===== config.mk =====
export PLATFORM = sky130hd
export DESIGN_NAME = signed_int_to_decimal_ascii
export DESIGN_NICKNAME = d
export VERILOG_FILES = /design/src/sida_pkg.sv /design/src/sida_datapath.sv /design/src/sida_ctrl.sv /design/src/signed_int_to_decimal_ascii.sv
export SDC_FILE = /design/constraint.sdc
export NUM_CORES = 1
export LEC_CHECK = 0
export BUFFER_PORTS_ARGS = -buffer_cell sky130_fd_sc_hd__buf_2
export CORE_ASPECT_RATIO = 0.75
export CORE_MARGIN = 2
export CORE_UTILIZATION = 30
export CTS_CLUSTER_SIZE = 30
export DETAILED_ROUTE_END_ITERATION = 7
export PLACE_DENSITY = 0.52
export SKIP_CTS_REPAIR_TIMING = 1
export SLEW_MARGIN = 10
export SYNTH_ARGS = -nofsm -noshare
export SYNTH_HDL_FRONTEND = slang
export SYNTH_HIERARCHICAL = 1
export SYNTH_SLANG_ARGS = --single-unit

===== constraint.sdc =====
create_clock -name clk -period 7.1 [get_ports clk]
set_input_delay 0.355 -clock clk [delete_from_list [all_inputs] [get_ports clk]]
set_output_delay 0.355 -clock clk [all_outputs]
set_load 0.01 [all_outputs]

===== src/sida_pkg.sv =====
// ----------------------------------------------------------------------------
// sida_pkg
// Shared constants and controller/datapath interface types for the signed
// integer to decimal ASCII converter.
// ----------------------------------------------------------------------------
package sida_pkg;

	localparam int unsigned VALUE_W    = 32;
	localparam int unsigned CHAR_W     = 8;
	localparam int unsigned DIGIT_W    = 4;
	localparam int unsigned MAX_DIGITS = 10;
	localparam int unsigned CNT_W      = $clog2(MAX_DIGITS + 1);
	// Quotient of a 32-bit magnitude by ten fits in 29 bits
	localparam int unsigned QUOT_W     = 29;
	localparam int unsigned PROD_W     = 2 * VALUE_W;

	// Reciprocal of ten: floor(x / 10) == (x * RECIP_TEN) >> RECIP_SHIFT for 32-bit x
	localparam logic [VALUE_W-1:0] RECIP_TEN   = 32'hCCCC_CCCD;
	localparam int unsigned        RECIP_SHIFT = 35;

	localparam logic [CHAR_W-1:0] ASCII_ZERO  = 8'h30;
	localparam logic [CHAR_W-1:0] ASCII_NINE  = 8'h39;
	localparam logic [CHAR_W-1:0] ASCII_MINUS = 8'h2D;

	// Commands from the controller to the datapath
	typedef struct packed {
		logic load;   // capture a new value, form its magnitude
		logic mul;    // multiply magnitude by the reciprocal
		logic rem;    // form the digit, push it, advance the magnitude
		logic pop;    // drop the character just delivered
	} cmd_t;

	// Status from the datapath to the controller
	typedef struct packed {
		logic quot_zero;  // quotient is zero: no more digits
		logic last_char;  // current output character ends the run
	} status_t;

endpackage


===== src/sida_datapath.sv =====
// ----------------------------------------------------------------------------
// sida_datapath
// Magnitude, reciprocal divide-by-ten, digit stack and output character select.
// ----------------------------------------------------------------------------
module sida_datapath (
	input  logic                               clk,
	input  logic                               arst_n,
	input  sida_pkg::cmd_t                     cmd,
	input  logic        [sida_pkg::VALUE_W-1:0] value,
	output sida_pkg::status_t                  status,
	output logic        [sida_pkg::CHAR_W-1:0]  character,
	output logic                               last
);

	logic [sida_pkg::VALUE_W-1:0] mag_q;
	logic [sida_pkg::QUOT_W-1:0]  quot_q;
	logic [sida_pkg::PROD_W-1:0]  prod;
	logic [sida_pkg::DIGIT_W-1:0] stack_q [sida_pkg::MAX_DIGITS];
	logic [sida_pkg::DIGIT_W-1:0] digit;
	logic [sida_pkg::DIGIT_W-1:0] quot_x10_lo;
	logic [sida_pkg::CNT_W-1:0]   cnt_q;
	logic                         sign_q;

	assign prod = sida_pkg::PROD_W'(mag_q) * sida_pkg::PROD_W'(sida_pkg::RECIP_TEN);

	// Remainder is below ten, so the low nibble of mag - 10*q is exact
	assign quot_x10_lo = sida_pkg::DIGIT_W'({quot_q, 3'b000} + {quot_q, 1'b0});
	assign digit       = mag_q[sida_pkg::DIGIT_W-1:0] - quot_x10_lo;

	assign status.quot_zero = (quot_q == '0);
	assign status.last_char = !sign_q && (cnt_q == sida_pkg::CNT_W'(1));

	assign character = sign_q ? sida_pkg::ASCII_MINUS
	                          : (sida_pkg::ASCII_ZERO + sida_pkg::CHAR_W'(stack_q[0]));
	assign last      = status.last_char;

	// Control part: digit count and pending minus sign
	always_ff @(posedge clk or negedge arst_n) begin
		if (!arst_n) begin
			cnt_q  <= '0;
			sign_q <= 1'b0;
		end else if (cmd.load) begin
			cnt_q  <= '0;
			sign_q <= value[sida_pkg::VALUE_W-1];
		end else if (cmd.rem) begin
			cnt_q <= cnt_q + sida_pkg::CNT_W'(1);
		end else if (cmd.pop) begin
			if (sign_q) begin
				sign_q <= 1'b0;
			end else begin
				cnt_q <= cnt_q - sida_pkg::CNT_W'(1);
			end
		end
	end

	// Payload part: magnitude, quotient and digit stack
	always_ff @(posedge clk) begin
		if (cmd.load) begin
			mag_q <= value[sida_pkg::VALUE_W-1] ? (~value + sida_pkg::VALUE_W'(1)) : value;
		end
		if (cmd.mul) begin
			quot_q <= prod[sida_pkg::RECIP_SHIFT +: sida_pkg::QUOT_W];
		end
		if (cmd.rem) begin
			mag_q      <= sida_pkg::VALUE_W'(quot_q);
			stack_q[0] <= digit;
			for (int i = 1; i < sida_pkg::MAX_DIGITS; i++) begin
				stack_q[i] <= stack_q[i-1];
			end
		end else if (cmd.pop && !sign_q) begin
			for (int i = 0; i < sida_pkg::MAX_DIGITS - 1; i++) begin
				stack_q[i] <= stack_q[i+1];
			end
			stack_q[sida_pkg::MAX_DIGITS-1] <= '0;
		end
	end

endmodule


===== src/sida_ctrl.sv =====
// ----------------------------------------------------------------------------
// sida_ctrl
// Sequencer: accept a value, run the divide loop, stream out the characters.
// ----------------------------------------------------------------------------
module sida_ctrl (
	input  logic              clk,
	input  logic              arst_n,
	input  logic              s_tvalid,
	output logic              s_tready,
	output logic              m_tvalid,
	input  logic              m_tready,
	input  sida_pkg::status_t status,
	output sida_pkg::cmd_t    cmd
);

	localparam logic [1:0] ST_IDLE = 2'd0;
	localparam logic [1:0] ST_MUL  = 2'd1;
	localparam logic [1:0] ST_REM  = 2'd2;
	localparam logic [1:0] ST_EMIT = 2'd3;

	logic [1:0] state_q;
	logic [1:0] state_d;

	assign s_tready = (state_q == ST_IDLE);
	assign m_tvalid = (state_q == ST_EMIT);

	always_comb begin
		state_d  = state_q;
		cmd      = '0;
		unique case (state_q)
			ST_IDLE: begin
				if (s_tvalid) begin
					cmd.load = 1'b1;
					state_d  = ST_MUL;
				end
			end
			ST_MUL: begin
				cmd.mul = 1'b1;
				state_d = ST_REM;
			end
			ST_REM: begin
				cmd.rem = 1'b1;
				state_d = status.quot_zero ? ST_EMIT : ST_MUL;
			end
			ST_EMIT: begin
				if (m_tready) begin
					cmd.pop = 1'b1;
					if (status.last_char) begin
						state_d = ST_IDLE;
					end
				end
			end
			default: begin
				state_d = ST_IDLE;
			end
		endcase
	end

	always_ff @(posedge clk or negedge arst_n) begin
		if (!arst_n) begin
			state_q <= ST_IDLE;
		end else begin
			state_q <= state_d;
		end
	end

endmodule


===== src/signed_int_to_decimal_ascii.sv =====
// ----------------------------------------------------------------------------
// signed_int_to_decimal_ascii
// Converts a 32-bit two's complement integer to its decimal ASCII text,
// most significant character first, with tlast on the final character.
// ----------------------------------------------------------------------------
//
// Channel  Dir  Fields                        Accepted when
// s_*      in   tdata[31:0] value (signed)    s_tvalid && s_tready
// m_*      out  tdata[7:0] character, tlast   m_tvalid && m_tready
//
// An item with n digits (1..10) is accepted, then runs the divide loop
// (reciprocal multiply, then remainder and digit push, once per digit) and
// then delivers one character per cycle while m_tready is high.
// One item is in flight at a time: s_tready is high only when idle.
// m_tready low holds the current character; nothing else advances.
// arst_n returns the sequencer to idle with no run pending.
//
module signed_int_to_decimal_ascii (
	input  logic        clk,
	input  logic        arst_n,
	input  logic        s_tvalid,
	output logic        s_tready,
	input  logic [31:0] s_tdata,   // [31:0] value
	output logic        m_tvalid,
	input  logic        m_tready,
	output logic [7:0]  m_tdata,   // [7:0] character
	output logic        m_tlast
);

	sida_pkg::cmd_t    cmd;
	sida_pkg::status_t status;

	// Sequencer: owns both handshakes and steps the datapath
	sida_ctrl u_ctrl (
		.clk      (clk),
		.arst_n   (arst_n),
		.s_tvalid (s_tvalid),
		.s_tready (s_tready),
		.m_tvalid (m_tvalid),
		.m_tready (m_tready),
		.status   (status),
		.cmd      (cmd)
	);

	// Datapath: magnitude, divide by ten, digit stack, character select
	sida_datapath u_datapath (
		.clk       (clk),
		.arst_n    (arst_n),
		.cmd       (cmd),
		.value     (s_tdata),
		.status    (status),
		.character (m_tdata),
		.last      (m_tlast)
	);

`ifndef SYNTHESIS
	// Input is never taken while a run is still being delivered
	a_no_overlap: assert property (@(posedge clk) disable iff (!arst_n)
		!(s_tready && m_tvalid))
		else $error("input accepted during output run");

	// A delivered character is always a minus sign or a decimal digit
	a_char_range: assert property (@(posedge clk) disable iff (!arst_n)
		m_tvalid |-> ((m_tdata == sida_pkg::ASCII_MINUS) ||
		              ((m_tdata >= sida_pkg::ASCII_ZERO) &&
		               (m_tdata <= sida_pkg::ASCII_NINE))))
		else $error("bad output character");

	// The run never ends on the minus sign
	a_last_digit: assert property (@(posedge clk) disable iff (!arst_n)
		(m_tvalid && m_tlast) |-> (m_tdata != sida_pkg::ASCII_MINUS))
		else $error("run ends on minus sign");

	// After the final character the block returns to idle
	a_end_idle: assert property (@(posedge clk) disable iff (!arst_n)
		(m_tvalid && m_tready && m_tlast) |=> (s_tready && !m_tvalid))
		else $error("no return to idle after last character");
`endif

endmodule

==> results of run 1 <==
kinds of logic after synthesis:
| group | count (synthesis) |
|---|---|
| muxes | 36 |
| adders and majority gates | 742 |
| DFF | 108 |
| xor gates and xnor gates | 107 |
| and+or+nand+nor | 230 |
| buffers and inverters | 591 |
| AOI/OAI and AO/OA | 228 |
| other | 2 |
flip-flops by register name, summed over array words and instances, names as in the netlist:
signal / flops
u_datapath/quot_q: 29
u_ctrl/state_q: 2
u_datapath/sign_q: 1
u_datapath/cnt_q: 4
u_datapath/stack_q: 40
u_datapath/mag_q: 32
per-layer routing:
layer	global-route usage	wire length, um	share of wire	vias up
met2	0.251	26700	0.39	419
met1	0.290	33900	0.50	7738
met3	0.0582	6340	0.094	33
met4	0.0238	828	0.012	2
met5	0	9	0.00013	-
li1	-	-	-	7059
how the worst max path moves through the flow:
stage,end,slack (ns),cells past startpoint
finish,u_datapath/quot_q[28],0.13,24
global placement,u_datapath/quot_q[22],-0.63,24
detailed placement,u_datapath/quot_q[22],-0.68,25
CTS,u_datapath/quot_q[22],-0.73,25
global route,u_datapath/quot_q[27],-0.02,25
floorplan,u_datapath/quot_q[28],0.47,24
per-stage QoR:
stage               setup TNS (ns)  instance area, um2
detailed placement           -9.30               25000
finish                           0               26100
floorplan                        0               21700
global placement             -9.80               25000
global route               -0.0925               26100
CTS                         -10.46               25300
worst max-delay path, stage by stage (launching register included):
cell,delay [ns]
edfxtp_1,0.49
buf_6,0.18
ha_4,0.25
buf_4,0.16
ha_1,0.27
inv_1,0.05
fa_1,0.49
inv_1,0.06
fa_2,0.63
fa_1,0.49
fa_1,0.47
fa_1,0.49
inv_1,0.05
fa_1,0.47
inv_1,0.05
ha_1,0.34
a21oi_2,0.18
nand2_1,0.09
a221oi_2,0.35
o22a_4,0.23
o211ai_4,0.12
a32o_2,0.30
o311a_4,0.32
nor2_2,0.12
xnor2_1,0.07
area by class of cell:
class | count | area, um2
Sequential cell | 108 | 3180
Timing Repair Buffer | 329 | 2400
Clock buffer | 9 | 225
Clock inverter | 7 | 78.8
Fill cell | 7199 | 45500
Tap cell | 957 | 1200
Inverter | 563 | 2120
Multi-Input combinational cell | 1346 | 16900
placed cells by master (no fill, tap or decap), types with 9 or more instances in the layout:
| cell type | n |
|---|---|
| nand2b_1 | 12 |
| nor2b_1 | 11 |
| clkbuf_16 | 9 |
| mux2_2 | 35 |
| o21ai_0 | 60 |
| fa_1 | 372 |
| buf_4 | 278 |
| nand4_1 | 10 |
| and2_1 | 11 |
| edfxtp_1 | 98 |
| ha_1 | 320 |
| a21oi_1 | 44 |
| xor2_1 | 68 |
| nand2_1 | 83 |
| xnor2_1 | 35 |
| buf_2 | 43 |
| a21o_1 | 33 |
| ha_2 | 12 |
| a21oi_2 | 13 |
| ha_4 | 23 |
| nor2_1 | 28 |
| inv_1 | 556 |
| fa_2 | 15 |
==> run metrics, run 1 <==
Max FO, Critical Path 4; vias in the first global route between 15,000 and 20,000; Syn Area/Cell roughly 11 um2; Clock Pin Slew Worst Setup and Hold Paths 0.08 ns; outcome completed; most frequent cell after synthesis inv_1; RSZ-0062 raised after global routing true; worst flop-to-flop path endpoint u_datapath/quot_q[28]; Die H around 240 um; Clock Sinks approximately 110; worst reg-to-reg path cell count 24; fmax 143 MHz; fin cells between 3,000 and 4,000; Reg2Reg Setup Slack ~0.13 ns; ant diodes 0; CTS H-tree lvls 3; share of layout cells above drive strength 1 0.221; period utilization 0.982; Avg WL per Cell slightly above 20 um; TritonCTS clock tree built; Tot GR Track Use 0.185; TritonRoute pass-1 iters 5; Critical Path Start u_datapath/mag_q[16]; Initial Util 0.303; CP Data Arrival Time just over 7 ns; worst-skew pair later-pin latency around 0.37 ns; Synth area leaders fa_1 (36%), ha_1 (20%), edfxtp_1 (14%); Hold Slack roughly 0.23 ns; Post-synth top flop edfxtp_1; Relative slew margins 0.299; simple-gate portion of the synthesized area 0.0558; DP HPWL 60.8 mm; max cap viols 0; Detailed Route Iter0 Violations between 1,000 and 1,500; Worst Hold End u_ctrl/state_q[1]; final WL around 68 mm; Layout Skew roughly 0.0085 ns; final worst path period need 6.97 ns; total number of yosys warnings 6; post-synthesis adder-cell area fraction 0.562; hold path startpoint m_tready; Yosys reg bits about 110; CORE AREA 0.0717 mm2; Final Hold Vio Count 0; post-route ant nets 0; post-synth cell types 77; clock root cell clkbuf_16; Final #Nets 3,135; Syn-to-layout area delta 20.5%; Synth Area in XOR/XNOR 0.0432; Placed Cells around 3,300; final core occ 0.365; Tightest Pin Transition 1.05 ns; vias per inst 4.60; WHS Path Cells 2; reg-to-reg critical path startpoint u_datapath/mag_q[16]; dpl ws -0.676 ns; DR vias approximately 15,000; pin count of the biggest net entering global routing 70; Yosys top cell area share 0.357; largest family of logic cells by synthesized area adder cells; TritonCTS Buffers 9; final setup fails 0; Compound-Gate Fraction of Synth Area 0.0704; Port Buffers 43; top post-synthesis cells by count inv_1 (563), fa_1 (387), ha_1 (355); num rows 85; total grt overflow 0; Mapped Area ~0.022 mm2; leading area contributor after synthesis fa_1; Seq/Total Area, Yosys 0.147; drt drc 0; I/O Pins 47; RePlAce Congestion approximately 0.95; Synth Instances a little over 2,000; fin worst setup slack 0.128 ns; post-synthesis mux area share 0.0186; first-pass GRT wire length approximately 100 mm; HP Class in -> reg; CP Launch Type register; critical path type reg -> reg; Die W 314 um; Post-synth EDFFs 98; Slew Limit Fails 0; ys async rst share 0.0648; antenna violations before repair 2; CP endpoint kind register; Worst Path Required between 7 and 8 ns; clk buf depth 2; Die ar. 0.0745 mm2
Power of run 1 is not shown: default switching activity piles up to over one toggle a cycle in this logic, so the estimate is an artifact.
==> inputs of run 2 (changes only) <==
- CORE_UTILIZATION: 30 -> 60
- PLACE_DENSITY: 0.52 -> not set
- PLACE_DENSITY_LB_ADDON: not set -> 0.3
==> run 2 against run 1 <==
  * Sequential share of layout area rose by 0.26 points
  * Worst setup slack got worse by 0.091 ns
  * Core utilization rose by 35 points
  * Highest routed layer unchanged
  * Global-route usage rose by 17 points
  * Critical endpoint is now u_datapath/quot_q[17]
  * First-iteration DRC count rose by 30%
  * Fmax fell by 1.3%
==> run metrics, run 2 (synthesized netlist as in run 1, its figures left out) <==
outcome completed; vias in the first global route 16,400; worst-skew pair later-pin latency ~0.4 ns; TritonRoute pass-1 iters 6; pin count of the biggest net entering global routing 70; Reg2Reg Setup Slack 0.04 ns; CP endpoint kind register; Largest regs u_datapath/stack_q: 40 flops, u_datapath/mag_q: 32 flops, u_datapath/quot_q: 29 flops; Syn-to-layout area delta 18.0%; DP HPWL 57.3 mm; HP Class in -> reg; max cap viols 0; CORE AREA between 0.03 and 0.04 mm2; most common cell after layout, fill and taps aside inv_1; reg-to-reg critical path startpoint u_datapath/mag_q[17]; Clock Pin Slew Worst Setup and Hold Paths ~0.1 ns; first-pass GRT wire length roughly 97 mm; final setup fails 0; critical path type reg -> reg; CP Launch Type register; CTS H-tree lvls 3; fin cells between 2,000 and 3,000; post-route ant nets 0; Biggest register u_datapath/stack_q; final WL 65.1 mm; Placed Cells between 2,000 and 3,000; CP Data Arrival Time approximately 7.2 ns; TritonCTS Buffers 9; Die W roughly 220 um; final worst path period need around 7.1 ns; Detailed Route Iter0 Violations 1,440; max reg flops 40; period utilization 0.995; worst path cell trace ha_4 > inv_1 > fa_1 > inv_1 > fa_1 > inv_1 > fa_1 > inv_1 > fa_2 > fa_2 > fa_1 > fa_1 > ha_4 > a21oi_1 > o21ai_1 > a221oi_4 > o22a_4 > o21ai_2 > buf_6 > buf_6 > o31ai_4 > nand2b_1 > buf_4 > xor2_1; Tot GR Track Use 0.357; num rows 60; hold path startpoint m_tready; share of layout cells above drive strength 1 0.218; Crit path max-delay family adder cells; Max FO, Critical Path 4; clk buf depth 2; Critical Path Start u_datapath/mag_q[17]; fin worst setup slack ~0.037 ns; Final #Nets 3,140; Relative slew margins 0.226; fmax 142 MHz; Die H between 150 and 200 um; Critical-path top delay cell fa_2; Final Hold Vio Count 0; Slew Limit Fails 0; Worst Path Required roughly 7.2 ns; TritonCTS clock tree built; vias per inst 5.57; post-route cell area between 0.02 and 0.03 mm2; Port Buffers 43; Layout Skew around 0.018 ns; slowest stage delay, CP a little under 0.6 ns; RSZ-0062 raised after global routing true; Die ar. between 0.03 and 0.04 mm2; dpl ws -0.615 ns; Tightest Pin Transition approximately 1.1 ns; total grt overflow 0; I/O Pins 47; most frequent cells in the layout inv_1 (554), fa_1 (374), ha_1 (317); Area after DPL around 0.024 mm2; Initial Util 0.607; CP most frequent cell fa_1; RePlAce Congestion 1.08; DR vias 15,800; antenna violations before repair 2; worst path buffer plus inverter count 7; drt drc 0; Hold Slack approximately 0.22 ns; Avg WL per Cell about 23 um; Clock Sinks 108; clock root cell clkbuf_16
[run 2: worst paths after layout]
path / endpoint / depth (start not counted)
setup / recovery: u_datapath/quot_q[17] / 24
hold / removal: u_ctrl/state_q[1] / 2
setup reg to reg: u_datapath/quot_q[17] / 24
hold reg to reg: u_datapath/stack_q[8][3] / 1
max in group asynchronous: u_ctrl/state_q[0] / 2
min in group asynchronous: u_ctrl/state_q[1] / 2
[run 2: cell type report]
class	count	area, um2
Multi-Input combinational cell	1346	17000
Fill cell	2626	10200
Sequential cell	108	3180
Timing Repair Buffer	334	2420
Inverter	563	2120
Tap cell	465	582
Clock buffer	9	225
Clock inverter	7	86.3
Antenna cell	1	2.50
[run 2: layer usage]
layer	track usage	share of wire	vias to the layer above	wire [um]
li1	-	-	7102	-
met1	0.515	0.44	7950	28500
met2	0.502	0.41	628	26900
met3	0.146	0.12	99	7920
met4	0.0829	0.025	4	1650
met5	0.0271	0.0022	-	141
[run 2: metrics by stage]
| stage | utilization | TNS [ns] |
|---|---|---|
| floorplan | - | 0 |
| global placement | 0.679 | -7.50 |
| detailed placement | 0.679 | -8.02 |
| CTS | 0.688 | -9.02 |
| global route | 0.716 | -0.566 |
| finish | 0.716 | 0 |
Power of run 2 is left out for the same reason.
